==> src/rtl/core/quaternion_to_euler_degrees_assert.svh <==
// Assertion macros for the quaternion to Euler angle block.
// Used by the top level; no other dependencies.
`ifndef QUATERNION_TO_EULER_DEGREES_ASSERT_SVH
`define QUATERNION_TO_EULER_DEGREES_ASSERT_SVH
`ifndef ASSERT_OFF
// same-cycle implication, disabled during reset
`define ASSERT_IMPL(lbl, clk, rstn, ante, cons) \
    lbl: assert property (@(posedge clk) disable iff (!rstn) (ante) |-> (cons)) \
        else $error("assertion failed");
// next-cycle implication, active also in reset
`define ASSERT_NEXT(lbl, clk, ante, cons) \
    lbl: assert property (@(posedge clk) (ante) |=> (cons)) \
        else $error("assertion failed");
`else
`define ASSERT_IMPL(lbl, clk, rstn, ante, cons)
`define ASSERT_NEXT(lbl, clk, ante, cons)
`endif
`endif

==> src/rtl/core/qte_pkg.sv <==
// Shared widths, types and the arctangent table of the quaternion to Euler block.
// No dependencies.
package qte_pkg;

    localparam int OPW            = 35;  // atan2 operand width, |value| <= 2^32
    localparam int CW             = 45;  // rotation cell datapath width
    localparam int MAG_W          = 34;
    localparam int NORM_TOP       = 41;  // normalized magnitude lies in [2^40, 2^41)
    localparam int SQRT_CELLS     = 32;
    localparam int ATAN_TABLE_LEN = 24;
    localparam logic [31:0] QUARTER_TURN = 32'h4000_0000;

    typedef logic signed [OPW-1:0] op_t;
    typedef logic signed [CW-1:0]  cw_t;

    typedef struct packed {
        op_t         p_term;
        op_t         q_term;
        op_t         r_term;
        op_t         t_term;
        op_t         ys_term;
        logic        yaw_ovr;
        logic [31:0] yaw_ovr_ang;
        logic        zero_q;
    } side_t;

    typedef struct packed {
        logic        both_zero;
        logic        ovr;
        logic [31:0] ovr_ang;
    } lane_flag_t;

    function automatic logic [31:0] atan_turn(input int idx);
        logic [31:0] v;
        case (idx)
            0:       v = 32'h20000000;
            1:       v = 32'h12E4051E;
            2:       v = 32'h09FB385B;
            3:       v = 32'h051111D4;
            4:       v = 32'h028B0D43;
            5:       v = 32'h0145D7E1;
            6:       v = 32'h00A2F61E;
            7:       v = 32'h00517C55;
            8:       v = 32'h0028BE53;
            9:       v = 32'h00145F2F;
            10:      v = 32'h000A2F98;
            11:      v = 32'h000517CC;
            12:      v = 32'h00028BE6;
            13:      v = 32'h000145F3;
            14:      v = 32'h0000A2FA;
            15:      v = 32'h0000517D;
            16:      v = 32'h000028BE;
            17:      v = 32'h0000145F;
            18:      v = 32'h00000A30;
            19:      v = 32'h00000518;
            20:      v = 32'h0000028C;
            21:      v = 32'h00000146;
            22:      v = 32'h000000A3;
            23:      v = 32'h00000051;
            default: v = 32'h0;
        endcase
        return v;
    endfunction

endpackage

==> src/rtl/core/qte_sqrt_cell.sv <==
// One digit step of the integer square root chain; carries the item's side data along.
// Depends on qte_pkg.
module qte_sqrt_cell #(
    parameter int IDX = 0
) (
    input  logic           aclk,
    input  logic           en,
    input  logic [63:0]    rem_in,
    input  logic [63:0]    root_in,
    input  qte_pkg::side_t side_in,
    output logic [63:0]    rem_out,
    output logic [63:0]    root_out,
    output qte_pkg::side_t side_out
);
    import qte_pkg::*;

    localparam logic [63:0] BIT = 64'd1 << (62 - 2 * IDX);

    logic [63:0] trial;
    logic        take;
    logic [63:0] rem_reg, rem_next, root_reg, root_next;
    side_t       side_reg;

    always_comb begin
        trial     = root_in + BIT;
        take      = (rem_in >= trial);
        rem_next  = take ? rem_in - trial : rem_in;
        root_next = take ? (root_in >> 1) + BIT : root_in >> 1;
    end

    always_ff @(posedge aclk) begin
        if (en) begin
            rem_reg  <= rem_next;
            root_reg <= root_next;
            side_reg <= side_in;
        end
    end

    assign rem_out  = rem_reg;
    assign root_out = root_reg;
    assign side_out = side_reg;
endmodule

==> config.mk <==
export PLATFORM = sky130hd
export DESIGN_NAME = qte_sqrt_cell
export DESIGN_NICKNAME = d
export VERILOG_FILES = /design/src/rtl/core/quaternion_to_euler_degrees_assert.svh /design/src/rtl/core/qte_pkg.sv /design/src/rtl/core/qte_sqrt_cell.sv
export SDC_FILE = /design/constraint.sdc
export NUM_CORES = 1
export LEC_CHECK = 0
export BUFFER_PORTS_ARGS = -buffer_cell sky130_fd_sc_hd__buf_4
export CAP_MARGIN = 5
export CORE_AREA = 2 2 261 263
export DETAILED_ROUTE_END_ITERATION = 8
export DIE_AREA = 0 0 263 265
export SYNTH_ARGS = -nofsm -noshare
export SYNTH_HDL_FRONTEND = slang
export SYNTH_SLANG_ARGS = --single-unit
==> constraint.sdc <==
create_clock -name aclk -period 3.25 [get_ports aclk]
set_input_delay 0.4875 -clock aclk [delete_from_list [all_inputs] [get_ports aclk]]
set_output_delay 0.4875 -clock aclk [all_outputs]
set_load 0.1 [all_outputs]
* After elaboration in Yosys (flattened, before gate mapping)
Cells that the tools add are included.
Widths: inputs -> output; s select.
** Storage, ports and cells
- Output and inout port bits :: 337
- Bits in registers :: 337
- Input port bits :: 339
** Cells by class
- Multiplexer cells :: 2
- Order comparisons :: 1
- Add/sub/neg operators :: 3
** Operators by type and width (number)
- $add 63x63->64 const B :: 1
- $add 64x63->64 const B :: 1
- $ge 64x64->1 :: 1
- $mux 64 :: 1
- $sub 64x64->64 :: 1
- $mux 63 :: 1

* Logic depth before layout (Yosys ltp)
- Depth after elaboration :: 3
- Gate-level depth with buffers :: 14

* Worst setup path after synthesis
OpenSTA, ideal clock, no wires.
- Kind :: input to register
- From :: in root_in[16]
- To :: reg rem_reg[60] (netlist: rem_out[60]), data pin
- Stages :: 12
- Setup slack :: -97 ps
- Data arrival time :: 3090 ps
- Setup time :: 257 ps
- Cells stage by stage :: inv_1 ha_1 and2_1 nand3_1 or3_1 a41o_1 nor3_2 o21ai_1 o41ai_4 or4b_1 a21oi_1 nor3_1
** Between the ends
- Cells in the longest elaborated chain, start to end :: 3
** RTL lines
- start, declared :: RTL line qte_sqrt_cell.sv:9 : input logic [63:0] root_in,
- $add 64x63->64 * :: RTL line qte_sqrt_cell.sv:25 : trial = root_in + BIT;
- $sub 64x64->64 / $ge 64x64->1 (equally long branches) :: RTL line qte_sqrt_cell.sv:27, qte_sqrt_cell.sv:26
- $mux 64 * :: RTL line qte_sqrt_cell.sv:27 : rem_next = take ? rem_in - trial : rem_in;
- net rem_next[60] :: RTL line qte_sqrt_cell.sv:21 : logic [63:0] rem_reg, rem_next, root_reg, root_next;
- end signal, assigned :: RTL line qte_sqrt_cell.sv:33 : rem_reg <= rem_next;
- end, declared :: RTL line qte_sqrt_cell.sv:21
The timed path passes the listed nets; every way through them passes the cells marked *.
A chain may end at the register's enable or synchronous reset.

* Worst setup path after layout
- From :: in rem_in[15]
- To :: reg rem_reg[60] (netlist: rem_out[60]), data pin
** Between the ends
- Cells in the longest elaborated chain, start to end :: 2
** RTL lines
- start, declared :: RTL line qte_sqrt_cell.sv:8 : input logic [63:0] rem_in,
- $sub 64x64->64 / $ge 64x64->1 (equally long branches) :: RTL line qte_sqrt_cell.sv:27, qte_sqrt_cell.sv:26
- $mux 64 * :: RTL line qte_sqrt_cell.sv:27
- net rem_next[60] :: RTL line qte_sqrt_cell.sv:21
Marks and branches as above.

==> impl_results.md <==
- Outcome: finished, final reports clean
- Number of vias per cell after detailed routing: between 4 and 5
- Sort of element at the end of the critical path: flip-flop
- Tcrit/Tclk final: between 90% and 100%
- Antenna Nets Post-Route: 0
- Die Wd: roughly 260 µm
- Via count of the first global-routing pass: approximately 13k
- Share of the synthesized area in the top cell type: 68.0%
- CTS tree: built
- End point of the worst hold path: side_out[155]
- Pwr/cell area: between 600 and 700 nW/µm²
- Final Non-Filler Cells: slightly below 3k
- Required time of the worst setup path: about 3600 ps
- #FFs+latches synth: approximately 340
- Multi-input logic area: 4360 µm²
- Time the worst path needs with I/O delays and setup: just over 3000 ps
- Number of failing hold endpoints at the final stage: 0
- RSZ-0062 raised after global routing: false
- Hold-fix buffers, CTS: 0
- Initial antenna violation count: 15
- Setup crit start kind: primary input
- Number of buffer and inverter stages on the critical path: 2
- Final net count: between 2k and 2.5k
- Dominant delay contributor by cell family on the critical path: compound AO/OA/AOI/OAI gates
- Setup_tns: 0 ps
- Final Max Slew Viols: 0
- Total Die Area: between 60000 and 70000 µm²
- Total global routing track utilization: between 10% and 20%
- Worst hold stages: 1
- Root buf cell: sky130_fd_sc_hd__clkbuf_16
- Total via count in the routed design: between 10k and 15k
- Number of synthesized flops with an enable pin: between 300 and 400
- GRT Residual Overflow: 0
- Class of the most critical hold timing path: primary input to flip-flop
- Clock-pin slew reported for the worst setup and hold paths after clock tree synthesis: approximately 60 ps
- CTS buffer count: 42
- Worst slew pin tran: 537 ps
- Proportion of layout cells with a drive suffix above 1: between 40% and 50%
- Routed length per placed instance: ~24 µm
- Netlist Area Pre-Place: 14900 µm²
- Register area share after synthesis: 68.0%
- Buffer depth of the longest clock path: 3
- Number of stages on the worst setup path: 13
- DRC violation count after routing: 0
- Per-instance average area after synthesis: between 10 and 15 µm²
- Core area: 66800 µm²
- Final wirelength: between 60 and 70 mm
- Final setup vio count: 0
- Number of fillers in the final layout: roughly 6.6k
- Cell chain of the critical path: buf_4 > ha_1 > and2_1 > nand3_1 > or3_1 > a41oi_1 > a31oi_1 > o21ai_1 > a21oi_1 > buf_4 > o21ai_0 > and4_1 > nor3_1
- Worst slack at placement: -652 ps
- Number of sinks driven by the clock tree: roughly 340
- Largest net degree at the start of global routing: 76
- Data arrival time of the critical path: roughly 3400 ps
- Leakage power summed over all cells: around 11 nW
- Nets in the synthesized netlist: 1498
- Most used cells in the layout excluding fill and tap cells: 861 x sky130_fd_sc_hd__buf_4, 337 x sky130_fd_sc_hd__edfxtp_1, 109 x sky130_fd_sc_hd__a21oi_1
- Drt first-iter violations: slightly above 800
- Count of standard-cell rows: between 90 and 100
- Height of the die: between 200 and 300 µm
- Final Core Density: between 30 and 40%
- Max-capacitance violation count: 0
- Hold path startpoint: side_in[155]
- Post-synthesis async set-or-reset flop share: 0%
- Worst-case vdd ir drop: ~0.35 mV
- Cells taking the most area after synthesis: sky130_fd_sc_hd__edfxtp_1 68%, sky130_fd_sc_hd__ha_1 5.4%, sky130_fd_sc_hd__a21oi_1 3.7%
- Warnings, synthesis: 0
- Placed instance count: 2800
- Number of buffers added on ports: ~680
- I/O pin count: 676
- Area growth syn-to-layout: 60.9%
- Slew headroom: approximately 64%
- Sequential cell area in the final layout: 10100 µm²
- CP most frequent cell: sky130_fd_sc_hd__buf_4
- Critical path type: primary input to flip-flop
- First-pass GRT wire length: between 90 and 100 mm
- Prevailing post-synth register cell: sky130_fd_sc_hd__edfxtp_1
- Routability congestion estimate from global placement: 0.909
- Sum of net half-perimeters after detailed placement: ~57 mm
- Crit-path max cell delay: around 400 ps
- Min setup slack post-route: ~180 ps
- Biggest area consumer among synthesized cells: sky130_fd_sc_hd__edfxtp_1
- Number of library cell types mapped by synthesis: 58
- Number of standard cells after synthesis: roughly 1.1k
- Most common cell after layout, fill and taps aside: sky130_fd_sc_hd__buf_4
- CP max-delay cell: sky130_fd_sc_hd__o21ai_0
- Starting density of the core: 22.3%
- Power Total: 15.9 mW
- H-Tree Depth: 2
- Max frequency: roughly 330 MHz
- Worst-path maximum fanout: 5
- Number of iterations in the first detailed-routing pass: 5
final cells by class:
| type | count | share of cell area [%] |
|---|---|---|
| Sequential cell | 337 | 42.2 |
| Timing Repair Buffer | 870 | 27.7 |
| Multi-Input combinational cell | 642 | 18.2 |
| Tap cell | 873 | 4.56 |
| Clock buffer | 45 | 4.43 |
| Clock inverter | 32 | 1.55 |
| Inverter | 78 | 1.22 |
| Antenna cell | 5 | 0.0522 |
where the power goes:
part	internal [mW]	total [mW]	switching, mW
Clock	2.94	4.94	2.00
Sequential	5.27	5.43	0.153
Combinational	1.43	5.58	4.15
stage by stage:
stage | instance area [µm²] | hold slack, ps
3_3_place_gp | 22500 | 667
4_1_cts | 23900 | 39.7
6_report | 24000 | 91.4
2_1_floorplan | 14900 | 586
3_5_place_dp | 22500 | 667
5_1_grt | 23900 | 52.3
cell families after synthesis:
kind of cell / count (synthesis) / synth area share [%]
adders and majority gates: 65 / 5.51
buffers and inverters: 115 / 3.00
AOI/OAI and AO/OA: 272 / 11.5
xor gates and xnor gates: 56 / 3.29
and+or+nand+nor: 234 / 7.62
muxes: 15 / 1.13
DFF: 337 / 68.0
sequential cells by signal (all words and copies together), names as in the netlist:
name and flops:
rem_out 64, root_out 64, side_out 209
metal layers:
metal	global-route usage [%]	up-vias	share of wire [%]
li1	-	5861	-
met4	6.44	18	3.1
met1	21.3	6260	38
met5	0	-	0.17
met2	32.8	468	49
met3	7.85	101	9.4
cells in the mapped netlist, types with 3 or more instances:
library cell	instances
sky130_fd_sc_hd__a211oi_1	4
sky130_fd_sc_hd__a21boi_0	5
sky130_fd_sc_hd__a21o_1	49
sky130_fd_sc_hd__a21oi_1	111
sky130_fd_sc_hd__a31oi_1	7
sky130_fd_sc_hd__a41oi_1	5
sky130_fd_sc_hd__and2_1	10
sky130_fd_sc_hd__and3_1	13
sky130_fd_sc_hd__and4_1	3
sky130_fd_sc_hd__buf_2	11
sky130_fd_sc_hd__clkbuf_1	25
sky130_fd_sc_hd__edfxtp_1	337
sky130_fd_sc_hd__ha_1	64
sky130_fd_sc_hd__inv_1	78
sky130_fd_sc_hd__mux2_1	4
sky130_fd_sc_hd__mux2_2	10
sky130_fd_sc_hd__nand2_1	52
sky130_fd_sc_hd__nand2b_1	3
sky130_fd_sc_hd__nand3_1	14
sky130_fd_sc_hd__nand4_1	18
sky130_fd_sc_hd__nor2_1	82
sky130_fd_sc_hd__nor2b_1	10
sky130_fd_sc_hd__nor3_1	11
sky130_fd_sc_hd__o211ai_1	7
sky130_fd_sc_hd__o21a_1	7
sky130_fd_sc_hd__o21ai_0	40
sky130_fd_sc_hd__o21ai_1	3
sky130_fd_sc_hd__o21bai_1	11
sky130_fd_sc_hd__o31a_1	5
sky130_fd_sc_hd__or2_2	4
sky130_fd_sc_hd__or3_1	4
sky130_fd_sc_hd__xnor2_1	36
sky130_fd_sc_hd__xor2_1	20
worst max-delay path by stage:
stage,to,slack (ps),startpoint
6_report,rem_out[60],180,rem_in[15]
5_1_grt,rem_out[60],3,root_in[15]
4_1_cts,rem_out[60],40,rem_in[0]
3_5_place_dp,rem_out[60],-650,rem_in[0]
3_3_place_gp,rem_out[60],-610,rem_in[0]
2_1_floorplan,rem_out[60],10,root_in[15]
timing repair:
item	CTS	global route
buffers inserted	0	0
pin swaps	4	1
gates resized for setup	5	2
gates cloned	0	0
hold endpoints to repair	0	0
setup endpoints to repair	6	11
(Power assumes the default switching activity.)
